===== src/hsvr_pkg.sv =====
`default_nettype none
// ----------------------------------------------------------------------------
// hsvr_pkg
// Widths, hue offsets and pipeline control types for the HSV to RGB converter.
// ----------------------------------------------------------------------------
package hsvr_pkg;

    localparam int FRAC_BITS  = 16;
    localparam int W          = FRAC_BITS + 1;
    localparam int NUM_STAGES = 5;

    localparam logic [W-1:0] ONE = W'(1) << FRAC_BITS;

    localparam logic [2:0] K_RED   = 3'd0;
    localparam logic [2:0] K_GREEN = 3'd4;
    localparam logic [2:0] K_BLUE  = 3'd2;

    typedef struct packed {
        logic [NUM_STAGES-1:0] en;
    } ctrl_t;

endpackage
`default_nettype wire


===== src/hsvr_ctrl.sv =====
`default_nettype none
// ----------------------------------------------------------------------------
// hsvr_ctrl
// Valid bits and per-stage load enables for the five-stage pipeline.
// ----------------------------------------------------------------------------
module hsvr_ctrl
    import hsvr_pkg::*;
(
    input  wire logic  clk,
    input  wire logic  rst_n,
    input  wire logic  in_valid,
    output logic       in_ready,
    output logic       out_valid,
    input  wire logic  out_ready,
    output ctrl_t      ctrl
);

    logic [NUM_STAGES-1:0] valid_reg;
    logic [NUM_STAGES-1:0] valid_next;
    logic [NUM_STAGES-1:0] en;

    always_comb
    begin
        en[NUM_STAGES-1] = !valid_reg[NUM_STAGES-1] || out_ready;
        for (int i = NUM_STAGES - 2; i >= 0; i--)
        begin
            en[i] = !valid_reg[i] || en[i+1];
        end
    end

    always_comb
    begin
        valid_next = valid_reg;
        if (en[0])
        begin
            valid_next[0] = in_valid;
        end
        for (int i = 1; i < NUM_STAGES; i++)
        begin
            if (en[i])
            begin
                valid_next[i] = valid_reg[i-1];
            end
        end
    end

    always_ff @(posedge clk or negedge rst_n)
    begin
        if (!rst_n)
        begin
            valid_reg <= '0;
        end
        else
        begin
            valid_reg <= valid_next;
        end
    end

    assign in_ready  = en[0];
    assign out_valid = valid_reg[NUM_STAGES-1];
    assign ctrl.en   = en;

endmodule
`default_nettype wire


===== config.mk =====
export PLATFORM = sky130hd
export DESIGN_NAME = hsvr_ctrl
export DESIGN_NICKNAME = d
export VERILOG_FILES = /design/src/hsvr_pkg.sv /design/src/hsvr_ctrl.sv
export SDC_FILE = /design/constraint.sdc
export NUM_CORES = 1
export LEC_CHECK = 0
export BUFFER_PORTS_ARGS = -buffer_cell sky130_fd_sc_hd__buf_2
export CAP_MARGIN = 20
export CORE_AREA = 2 2 39 41
export CTS_BUF_LIST = sky130_fd_sc_hd__clkbuf_4
export DETAILED_ROUTE_END_ITERATION = 10
export DIE_AREA = 0 0 41 43
export GPL_TIMING_DRIVEN = 0
export HOLD_SLACK_MARGIN = 0.08
export PLACE_DENSITY = 0.42
export SKIP_LAST_GASP = 1
export SLEW_MARGIN = 20
export SYNTH_ARGS = -nofsm -noshare
export SYNTH_HDL_FRONTEND = slang
export SYNTH_SLANG_ARGS = --single-unit

===== constraint.sdc =====
create_clock -name clk -period 1.5 [get_ports clk]
set_clock_uncertainty 0.2 [all_clocks]
set_input_delay 0.15 -clock clk [delete_from_list [all_inputs] [get_ports clk]]
set_output_delay 0.15 -clock clk [all_outputs]
set_load 0.1 [all_outputs]

# After elaboration in Yosys (flattened, before gate mapping)
# Index checks and enable logic that the tools add are counted.
# classes
n_reduce_logical	10
# ops
op	n
1-bit logical NOT	5
1-bit logical OR	5
# word_totals
output_inout_bits	7
wordCells	15
ff_bits	5

# Depth between registers and ports, before layout
# depth
depth_word	6
ltp_mapped	4
depth_no_buf	2

# Worst setup path before layout
# No wires, ideal clock.
# synth_timing
path_kind	register to output
from	register valid_reg[4]
to	output port ctrl[0] (netlist bit)
slack_ns	-1.528
path_stages_with_launch	5
required_ns	1.150
arrival_time_ns	2.678
path_cell_list	dfrtp_1 -> and4b_1 -> buf_6 -> nand3_1 -> buf_4
# synth_between
elab_chain_len	6
# synth_lines
item	line_no	text
from (decl)	hsvr_ctrl.sv:18	logic [NUM_STAGES-1:0] valid_reg;
from (signal assigned)	hsvr_ctrl.sv:55	valid_reg <= valid_next;
1-bit logical NOT	hsvr_ctrl.sv:24	en[NUM_STAGES-1] = !valid_reg[NUM_STAGES-1] || out_ready;
1-bit logical OR	hsvr_ctrl.sv:24	
1-bit logical OR (4 in series)	hsvr_ctrl.sv:27	en[i] = !valid_reg[i] || en[i+1];
to (decl)	hsvr_ctrl.sv:15	output ctrl_t ctrl
# No other way between the ends.

==> results by stage <==
Floorplanning:
- The total area inside the core boundary comes to 1384 µm².
- From left edge to right edge, the die measures 41 µm.
- 11 I/O pins were placed.
- For this configuration, the core starts out at a cell density of 0.1555.
- The number of placement rows is 14.
- The floorplan step defined a die boundary enclosing 1763 µm².
- The die is 43 µm tall.

Power and ir drop:
- The power per cell area is 1302 nW/µm².
- Summed over all cells, the static leakage comes to 0.2295 nW.
- The design draws 651.6 µW.
- The peak supply drop is 0.6207 mV.

Clocking:
- The clock tree from TritonCTS is built.
- After clock tree synthesis, the clock-pin slew on the worst setup and hold paths is 40 ps.
- The CTS buffer count is 3.
- The level count of the clock H-tree is 1.
- The clock latency on the worst-skew pair is 240 ps.
- In this run the clock root is driven by a sky130_fd_sc_hd__clkbuf_4.
- No sink is reached through more buffers than the 2 on the longest clock path.
- Clock tree synthesis found a total of 5 sinks.

Layout:
- The fraction of layout cells with a size suffix above 1 is 0.5789.
- The number of antenna repair diodes is 0.
- Summing all non-filler instances in the final layout gives an area of 500.5 µm².
- Measured on the finished design, the core utilization comes to 0.3617.
- The net count of the finished layout is 43.
- From synthesis to final layout, the design area changed by 132.6%.
- The register with the most flip-flops in the layout has 5 of them.

Critical path:
- The most numerous cell type found on the critical path is sky130_fd_sc_hd__buf_6.
- The worst setup path is captured at an output port.
- In this run the critical register-to-register path is launched from valid_reg[4].
- At the worst endpoint, the arrival time is 1390 ps.
- The critical path startpoint is valid_reg[4].
- The cell with the largest stage delay on the worst path is sky130_fd_sc_hd__dfrtp_4.
- In this run the worst path has a maximum fanout of 6.
- The depth of the worst register-to-register path is 3.
- Data on the critical path is required at its endpoint by 1150 ps.
- The peak per-stage delay on the critical path is 470 ps.
- The slack of the worst reg-to-reg path is 180 ps.
- Walking the worst path, the cells encountered are and4b_1 > buf_6 > nand3_4 > buf_6 > buf_12.
- STA classifies the critical path startpoint as a register.
- By startpoint and endpoint, the worst setup path is classified as register to output port.
- The capture point of the worst reg-to-reg path is valid_reg[2].

Drt:
- The detailed-route wire length per cell is 10.11 µm.
- For this block, the routed nets add up to 546 µm of wire.
- Detailed routing inserted a total of 213 vias.
- Using the TritonRoute via totals, the vias-per-cell ratio works out to 3.944.
- The detailed-routing iteration count for the pre-antenna-repair pass is 2.
- The DRC violation count after routing is 0.
- The antenna violation net count after detailed routing is 0.
- The number of DRC violations after detailed-routing iteration 0 is 3.

Global routing:
- For this run, the total global-route usage over all layers was measured as 0.08779.
- Entering global routing, the biggest net connects 7 pins.
- The via count of the first global-routing pass is 244.
- The global-route wire length before repair is 938 µm.
- For this run the aggregate overflow at the end of global routing stands at 0.
- The number of antenna violations at the first check in global routing is 0.

STA:
- At the pin with the least slew margin, the transition time is 321.1 ps.
- Final hold analysis gives a worst-case slack of 249.1 ps.
- In this run the tightest slew margin relative to its limit is 0.7860.
- The final hold violation count is 0.
- After layout, the minimum clock period comes to 1745 ps.
- In the post-route analysis, the smallest setup slack over all paths is -245.0 ps.
- Setup violations remaining at the end of the flow were counted as 4.
- In the finished design, the share of the clock period the worst path needs comes to 1.163.
- Setup repair after global routing could not meet its margin everywhere.
- For this run, the top clock speed supported by timing is 573.1 MHz.
- The final count of pins violating max slew was 0.

Yosys:
- The most used flip-flop cell after synthesis is sky130_fd_sc_hd__dfrtp_1.
- The mapped netlist covers 215.2 µm².
- A synthesized cell averages 11.96 µm².
- sky130_fd_sc_hd__dfrtp_1 is the most common cell in the netlist.
- The number of warnings issued by yosys is 0.
- The number of flops mapped to enable cells by yosys is 0.
- The cell count after synthesis came out at 18.
- The share of synthesized area in the top cell type comes to 0.5814.
- The netlist uses 12 different library cells.
- The leading area contributor after synthesis is sky130_fd_sc_hd__dfrtp_1.
- Counting flops and latches in the post-synthesis netlist gives 5.
- By count the netlist is led by sky130_fd_sc_hd__dfrtp_1, sky130_fd_sc_hd__nand2b_1.
- Synthesis produced a netlist with a net count of 22.
- Sorting the synthesized cells by area gives the leading types as sky130_fd_sc_hd__dfrtp_1, sky130_fd_sc_hd__nand2b_1, sky130_fd_sc_hd__buf_6, sky130_fd_sc_hd__and4b_1, sky130_fd_sc_hd__a31o_1.
- The share of the Yosys chip area taken by registers is 0.5814.
- The post-synthesis async set-or-reset flop share is 1.000.

Status:
- The checks that failed: setup timing.
- The run finished, with violations left.

Hold path:
- The worst hold path passes through 4 cells.
- The end point of the most critical hold path is valid_reg[4].
- The startpoint identified for the worst hold timing path is out_ready.
- The path class of the tightest hold or removal check is primary input to register.

Placed design:
- The placed wire-length estimate is 347 µm.
- Port buffering added 10 buffers.
- After detailed placement, the total cell area comes to 317.8 µm².
- At the end of routability-driven placement, the weighted congestion stood at 0.5625.

Flow run:
- Max-cap violations in this run came to 0.
==> cell families after synthesis <==
kind of cell | synth area share
AOI/OAI and AO/OA | 0.07560
buffers and inverters | 0.1046
DFF | 0.5814
and+or+nand+nor | 0.2384
==> layout by cell type (no fill, tap or decap) <==
master / n
sky130_fd_sc_hd__a31o_1: 1
sky130_fd_sc_hd__nand2b_4: 1
sky130_fd_sc_hd__buf_6: 3
sky130_fd_sc_hd__dfrtp_4: 1
sky130_fd_sc_hd__and4b_1: 1
sky130_fd_sc_hd__a21o_1: 1
sky130_fd_sc_hd__buf_4: 3
sky130_fd_sc_hd__buf_2: 3
sky130_fd_sc_hd__dlygate4sd3_1: 3
sky130_fd_sc_hd__buf_12: 5
sky130_fd_sc_hd__nand3_4: 1
sky130_fd_sc_hd__inv_1: 1
sky130_fd_sc_hd__dfrtp_1: 4
sky130_fd_sc_hd__dlymetal6s4s_1: 1
sky130_fd_sc_hd__clkbuf_4: 4
sky130_fd_sc_hd__nand2_8: 1
sky130_fd_sc_hd__nand2b_1: 2
sky130_fd_sc_hd__or2_1: 1
sky130_fd_sc_hd__nand3b_1: 1
==> layout make-up <==
cell class / instances / area [µm²]
Fill cell: 139 / 883.3
Tap cell: 16 / 20.02
Clock buffer: 4 / 30.03
Sequential cell: 5 / 128.9
Inverter: 1 / 3.754
Buffer: 2 / 22.52
Multi-Input combinational cell: 10 / 103.9
Timing Repair Buffer: 16 / 191.4
==> through the flow <==
stage	cells	setup slack, ps	setup TNS (ps)
detailed placement	44	-240.3	-651.3
finish	54	-245.0	-756.1
global route	54	-297.7	-962.7
CTS	53	-256.9	-964.7
global placement	44	-233.0	-628.2
floorplan	18	-490.4	-2394
==> what timing repair did <==
item,CTS,global route
resized for setup,21,6
pin swaps,1,0
hold buffers,4,0
endpoints found under the hold margin,8,0
endpoints found under the setup margin,6,7
buffers inserted,1,1
==> metal layers <==
metal  track usage  vias to the layer above  share of wire
met3       0.09424                        0           0.12
li1              -                      100              -
met4       0.02000                        0              0
met2        0.1250                       15           0.49
met1       0.08497                       98           0.39
met5             0                        -              0
==> worst max-delay path: cells and delay by family (launching register included) <==
family | cells | cell delay, ps
AND/OR/NAND/NOR | 2 | 280
flip-flops | 1 | 470
buffers and inverters | 3 | 400
==> worst max path at each step <==
stage	slack [ps]	cells past startpoint	endpoint
3_3_place_gp	-230	5	ctrl[0]
5_1_grt	-300	5	ctrl[0]
2_1_floorplan	-490	2	valid_reg[3]
3_5_place_dp	-240	5	ctrl[0]
4_1_cts	-260	5	ctrl[0]
6_report	-240	5	ctrl[0]
==> power breakdown <==
group / internal (mW) / switching [mW]
registers: 0.153 / 0.0186
logic: 0.115 / 0.194
clock network: 0.118 / 0.0528
total: 0.386 / 0.266
Power figures use the tool's default switching activity.
