### config.mk
export PLATFORM = sky130hd
export DESIGN_NAME = hsvr_channel
export DESIGN_NICKNAME = d
export VERILOG_FILES = /design/src/hsvr_pkg.sv /design/src/hsvr_channel.sv
export SDC_FILE = /design/constraint.sdc
export NUM_CORES = 2
export LEC_CHECK = 0
export BUFFER_PORTS_ARGS = -buffer_cell sky130_fd_sc_hd__buf_4
export CAP_MARGIN = 25
export CORE_ASPECT_RATIO = 1.2
export CORE_MARGIN = 3
export CORE_UTILIZATION = 60
export DETAILED_ROUTE_END_ITERATION = 12
export MAX_ROUTING_LAYER = met4
export PLACE_DENSITY = 0.77
export SLEW_MARGIN = 20
export SYNTH_ARGS = -nofsm -noshare
export SYNTH_HDL_FRONTEND = slang
export SYNTH_SLANG_ARGS = --single-unit
export TNS_END_PERCENT = 10
### constraint.sdc
create_clock -name clk -period 10.7 [get_ports clk]
set_clock_uncertainty 0.05 [all_clocks]
set_input_delay 1.07 -clock clk [delete_from_list [all_inputs] [get_ports clk]]
set_output_delay 1.07 -clock clk [all_outputs]
set_load 0.005 [all_outputs]
### src/hsvr_pkg.sv
`default_nettype none
// ----------------------------------------------------------------------------
// hsvr_pkg
// Widths, hue offsets and pipeline control types for the HSV to RGB converter.
// ----------------------------------------------------------------------------
package hsvr_pkg;

    localparam int FRAC_BITS  = 16;
    localparam int W          = FRAC_BITS + 1;
    localparam int NUM_STAGES = 5;

    localparam logic [W-1:0] ONE = W'(1) << FRAC_BITS;

    localparam logic [2:0] K_RED   = 3'd0;
    localparam logic [2:0] K_GREEN = 3'd4;
    localparam logic [2:0] K_BLUE  = 3'd2;

    typedef struct packed {
        logic [NUM_STAGES-1:0] en;
    } ctrl_t;

endpackage
`default_nettype wire

### src/hsvr_channel.sv
`default_nettype none
// ----------------------------------------------------------------------------
// hsvr_channel
// One colour channel: hue ramp, smoothstep, saturation mix and brightness
// scaling over five register stages.
// ----------------------------------------------------------------------------
module hsvr_channel
    import hsvr_pkg::*;
(
    input  wire logic                 clk,
    input  wire ctrl_t                ctrl,
    input  wire logic [2:0]           offset,
    input  wire logic [FRAC_BITS-1:0] hue,
    input  wire logic [W-1:0]         sat_s3,
    input  wire logic [W-1:0]         val_s4,
    output logic      [W-1:0]         result
);

    localparam logic [FRAC_BITS+3:0] SIX   = (FRAC_BITS+4)'(6) << FRAC_BITS;
    localparam logic [FRAC_BITS+2:0] THREE = (FRAC_BITS+3)'(3) << FRAC_BITS;
    localparam logic [FRAC_BITS+1:0] THREE_N = (FRAC_BITS+2)'(3) << FRAC_BITS;
    localparam logic [FRAC_BITS+1:0] ONE_D = (FRAC_BITS+2)'(1) << FRAC_BITS;

    logic [FRAC_BITS+3:0] hue6;
    logic [FRAC_BITS+3:0] sum;
    logic [FRAC_BITS+2:0] x;
    logic [FRAC_BITS+1:0] delta;
    logic [FRAC_BITS+1:0] ramp;
    logic [W-1:0]         t_next;
    logic [W-1:0]         t_reg;

    logic [2*W-1:0]       sq;
    logic [W-1:0]         t2_next;
    logic [W-1:0]         t2_reg;
    logic [FRAC_BITS+1:0] m_next;
    logic [FRAC_BITS+1:0] m_reg;

    logic [W+FRAC_BITS+1:0] cub;
    logic [W+1:0]           cub_sh;
    logic [W-1:0]           sm_next;
    logic [W-1:0]           sm_reg;

    logic [2*W-1:0] mixp;
    logic [W-1:0]   mx_next;
    logic [W-1:0]   mx_reg;

    logic [2*W-1:0] outp;
    logic [W-1:0]   out_next;
    logic [W-1:0]   out_reg;

    always_comb
    begin
        hue6 = ({4'b0, hue} << 2) + ({4'b0, hue} << 1);
        sum  = hue6 + ({1'b0, offset, {FRAC_BITS{1'b0}}});
        if (sum >= SIX)
        begin
            x = (FRAC_BITS+3)'(sum - SIX);
        end
        else
        begin
            x = sum[FRAC_BITS+2:0];
        end
        if (x >= THREE)
        begin
            delta = (FRAC_BITS+2)'(x - THREE);
        end
        else
        begin
            delta = (FRAC_BITS+2)'(THREE - x);
        end
        ramp = (delta > ONE_D) ? (delta - ONE_D) : '0;
        t_next = (ramp > ONE_D) ? ONE : ramp[W-1:0];
    end

    always_comb
    begin
        sq      = t_reg * t_reg;
        t2_next = sq[2*FRAC_BITS:FRAC_BITS];
        m_next  = THREE_N - ({1'b0, t_reg} << 1);
    end

    always_comb
    begin
        cub    = t2_reg * m_reg;
        cub_sh = cub[W+FRAC_BITS+1:FRAC_BITS];
        sm_next = (cub_sh > {2'b0, ONE}) ? ONE : cub_sh[W-1:0];
    end

    always_comb
    begin
        mixp    = sat_s3 * (ONE - sm_reg);
        mx_next = ONE - mixp[2*FRAC_BITS:FRAC_BITS];
    end

    always_comb
    begin
        outp     = mx_reg * val_s4;
        out_next = outp[2*FRAC_BITS:FRAC_BITS];
    end

    always_ff @(posedge clk)
    begin
        if (ctrl.en[0])
        begin
            t_reg <= t_next;
        end
        if (ctrl.en[1])
        begin
            t2_reg <= t2_next;
            m_reg  <= m_next;
        end
        if (ctrl.en[2])
        begin
            sm_reg <= sm_next;
        end
        if (ctrl.en[3])
        begin
            mx_reg <= mx_next;
        end
        if (ctrl.en[4])
        begin
            out_reg <= out_next;
        end
    end

    assign result = out_reg;

endmodule
`default_nettype wire

; Yosys cells after proc, flatten, opt, wreduce, memory -nomap -nowiden
; Cells that the tools add are included.
[op_classes]
n_div = 0
n_mux = 3
shifts = 0
order_cmp = 5
reduce_logical = 0
n_bitwise = 0
n_mul = 4
eq_ne = 0
addsub = 9
[op_table]
columns = operator, count
row1 = multiplier 17 x 17 -> 33 bit, 2
row2 = greater-than comparator 18 x 17 -> 1 bit (second input constant), 2
row3 = two-way mux 18 bit, 2
row4 = subtractor 18 bit (first input constant), 2
row5 = multiplier 17 x 18 -> 35 bit, 1
row6 = multiplier 18 x 18 -> 33 bit, 1
row7 = adder 19 x 19 -> 20 bit, 1
row8 = >= comparator 20 x 19 -> 1 bit (second input constant), 1
row9 = adder 18 x 17 -> 19 bit, 1
row10 = >= comparator 19 x 18 -> 1 bit (second input constant), 1
row11 = greater-than comparator 19 x 17 -> 1 bit (second input constant), 1
row12 = two-way mux 19 bit, 1
row13 = subtractor 19 bit (second input constant), 1
row14 = subtractor 17 x 17 -> 18 bit (first input constant), 1
row15 = subtractor 18 x 17 -> 18 bit (second input constant), 1
row16 = subtractor 18 bit (second input constant), 1
row17 = subtractor 17 bit (first input constant), 1
[word_totals]
input_bits = 59
wordCells = 27
regBits = 103
memories = 0
latch_bits = 0
mem_bits_rw = 0
mem_bits_ro = 0
out_inout_bits = 17

; Longest topological paths before layout
[logic_depth]
word_depth = 9
ltp_mapped = 39
ltp_nobuf = 34

; Least setup slack after synthesis
; Ideal clock, no wire load.
[synth_timing]
path_kind = register -> register
from = register sm_reg[0]
to = register mx_reg[15] (data pin)
path_stages_with_launch = 33
setup_slack_ps = 1788
setup_ps = 266
arrival_ps = 8596
cell_sequence = edfxtp_1 -> buf_6 -> or4_4 -> nor4_1 -> nand2_1 -> or3_1 -> or3_1 -> xor2_1 -> clkbuf_1 -> nand2_1 -> fa_1 -> fa_1 -> inv_1 -> fa_1 -> fa_1 -> fa_1 -> inv_1 -> fa_1 -> inv_1 -> ha_1 -> and2_1 -> o21ai_0 -> nand2b_1 -> a21oi_1 -> o31a_4 -> xnor2_2 -> nor4b_4 -> or4b_1 -> buf_2 -> or2_4 -> nor4_1 -> a221oi_2 -> xor2_1
[synth_via]
elab_chain_len = 3
[synth_rtl]
columns = element, line_no
row1 = from (decl), hsvr_channel.sv:41  ; logic [W-1:0] sm_reg;
row2 = from (signal assigned), hsvr_channel.sv:114  ; sm_reg <= sm_next;
row3 = subtractor 17 x 17 -> 18 bit, hsvr_channel.sv:91  ; mixp = sat_s3 * (ONE - sm_reg);
row4 = multiplier 18 x 18 -> 33 bit, hsvr_channel.sv:91
row5 = subtractor 17 bit, hsvr_channel.sv:92  ; mx_next = ONE - mixp[2*FRAC_BITS:FRAC_BITS];
row6 = named net mx_next[15], hsvr_channel.sv:44  ; logic [W-1:0] mx_next;
row7 = to (signal assigned), hsvr_channel.sv:118  ; mx_reg <= mx_next;
row8 = to (decl), hsvr_channel.sv:45  ; logic [W-1:0] mx_reg;
; The timed path passes the listed nets, and every way through them passes these cells.
; A chain may end at the register's enable or synchronous reset.

; Worst setup path after layout
; Same ends and word-level chain as after synthesis.

==> reports/qor.csv <==
metric,value,unit
status,finished clean,
Slew @ Worst Pin,0.925,ns
cell taking the most area after synthesis,fa_1,
Final Max Slew Viols,0,
Tmin final,9.78,ns
HPWL after DPL,71100,um
count of input and output buffers,75,
routability cong.,0.920,
Setup-failing EPs final,0,
Syn. warnings,0,
Final Hold Viols,0,
CP max stage delay,0.73,ns
share of the clock period used by the worst path,91.4,%
routed vias/inst,5.49,
Post-CTS Repair Setup Buffers,0,
worst rel slew slack,38.3,%
vias in the first global route,30300,
flip-flop and latch area,0.00300,mm2
pin count of the biggest net entering global routing,34,
overall routing resource usage,27.0,%
"Gates resized, CTS repair",0,
crit-path most repeated cell,fa_1,
Initial Utilization,60.7,%
critical path peak fanout,19,
H-Tree Depth,3,
post-synthesis sequential area ratio,7.65,%
insertion delay to the later sink of the worst-skew pair,0.39,ns
hold depth,0,
post-synthesis net count,5684,
Worst setup EP type,flop,
synthesized area per cell,9.07,um2
DR pass1 iterations,5,
Post-CTS Hold Fix Bufs,0,
max_cap viols,0,
drt total wl,84700,um
CP max stage cell,or4_4,
Layout area overhead,3.71,%
clk root buf,clkbuf_16,
nets,5630,
die height,286,um
Post-route DRC,0,
HP Class,flop to flop,
first-pass GRT wire length,145000,um
layout cells sized above 1,3.53,%
final setup TNS,0,ns
area occupied by multi-input gates,0.0317,mm2
"Reg clk slew, reported paths",0.09,ns
CTS tree,built,
Num CTS Buffers,9,
post-synthesis cell type count,78,
Main synth FF type,edfxtp_1,
top cell type's share of synthesized area,42.4,%
post-synthesis cell count,4331,
mapped cell area,0.0393,mm2
synth top area cells,"fa_1 42%, ha_1 15%, inv_1 10%, edfxtp_1 7.6%, nand2_1 6.5%",
IO Pins,76,
DP Cell Count,5098,
CP Data Arrival Time,9.85,ns
Num Clock Sinks,100,
die width,240,um
ys async rst share,0,%
number of enable flip-flop cells after synthesis,100,
initial antenna violation count,2,
die footprint,0.0686,mm2
via count,28100,
Avg WL per Cell,16.5,um
Synth Register Bits,100,
"Req. time, crit path",10.77,ns
critical path type,flop to flop,
Fillers,5321,
R2R depth,29,
post-route ant nets,0,
core area,0.0647,mm2
Longest Clk Path Bufs,2,
Cell Rows,102,
fmax,102,MHz
grt total ovfl,0,
unrepaired setup endpoints after global routing,no,
final cell count without fillers,5116,
Initial DRC Count,1333,
critical path startpoint category,flop,
critical path, delay by kind of cell (launching register included):
| kind | cells | cell delay [ns] |
|---|---|---|
| and+or+nand+nor | 12 | 4.01 |
| adders and majority gates | 7 | 3.14 |
| AOI/OAI and AO/OA | 5 | 1.26 |
| DFF | 1 | 0.66 |
| xor gates and xnor gates | 2 | 0.26 |
| buffers and inverters | 3 | 0.14 |
logic make-up after synthesis:
group	Yosys count	synth area share [%]
AO/OA/AOI/OAI	227	3.92
XOR/XNOR	157	3.52
adder cells (fa/ha/maj)	1294	57.1
buffers and inverters	1214	11.6
flip-flops	100	7.65
multiplexers	8	0.207
AND/OR/NAND/NOR	1331	15.9
cell type report:
class	instances	share of cell area (%)
Inverter	1047	9.65
Tap cell	832	2.56
Sequential cell	100	7.37
Clock inverter	7	0.141
Multi-Input combinational cell	3017	77.8
Clock buffer	9	0.553
Antenna cell	2	0.0123
Timing Repair Buffer	102	1.87
stage by stage:
stage | setup slack (ns) | instance area [um2] | hold WS, ns | util (%)
after floorplan | 1.79 | 39300 | 0.548 | -
after global placement | 1.13 | 40400 | 0.746 | 62.5
after detailed placement | 0.978 | 40400 | 0.782 | 62.5
after CTS | 0.937 | 40700 | 0.788 | 62.9
after global routing | 0.458 | 40700 | 0.813 | 62.9
final | 0.919 | 40700 | 0.797 | 62.9
Yosys cell counts, types with 25 or more instances:
cell type,n
xor2_1,55
nand2_1,683
edfxtp_1,100
nor3_1,35
nor2_1,141
inv_1,1043
a21o_1,25
xnor2_1,101
o21ai_0,34
fa_1,832
and3_1,25
and2_1,326
a21oi_1,64
ha_1,462
clkbuf_1,159
layer usage:
layer | vias to the layer above | GRT usage, % | part of all wire [%]
met4 | 0 | 12.7 | 5.4
met3 | 230 | 3.51 | 5.3
met1 | 14200 | 30.4 | 37
met5 | - | - | 0
li1 | 12800 | - | -
met2 | 855 | 47.8 | 53
path summary, 6_finish.rpt:
path / start / to / slack [ns]
setup / recovery: sm_reg[0]$_SDFFCE_PN0P_ / mx_reg[15]$_DFFE_PP_ / 0.92
hold / removal: t_reg[1]$_SDFFCE_PN0P_ / m_reg[2]$_DFFE_PP_ / 0.80
setup reg to reg: sm_reg[0]$_SDFFCE_PN0P_ / mx_reg[15]$_DFFE_PP_ / 0.92
hold reg to reg: t_reg[1]$_SDFFCE_PN0P_ / m_reg[2]$_DFFE_PP_ / 0.80
cells in the final DEF (no fill, tap or decap), types with 5 or more instances in the layout:
cell type,Yosys,final
o21ai_0,34,34
and2_1,326,326
a31oi_1,10,10
nor3_1,35,35
mux2i_1,7,7
a21oi_1,64,64
nor3b_1,6,6
a21o_1,25,25
xnor2_1,101,101
or4_1,5,5
xor2_1,55,55
a211o_1,6,6
o21a_1,11,11
ha_1,462,462
o21bai_1,6,6
or2_2,17,17
edfxtp_1,100,100
inv_1,1043,1043
nand2_1,683,683
nor4_1,12,12
clkbuf_16,0,9
nor2b_1,13,13
nor2_1,141,141
nand2b_1,10,10
buf_4,0,101
nand4_1,13,13
or3_1,6,6
and3_1,25,25
a211oi_1,6,6
nand3_1,24,24
o31ai_1,7,7
fa_1,832,832
o211ai_1,12,12
Power is left out: the tool's default activity adds up to more than one toggle a clock period on the data nets, which glitch-free logic cannot reach.
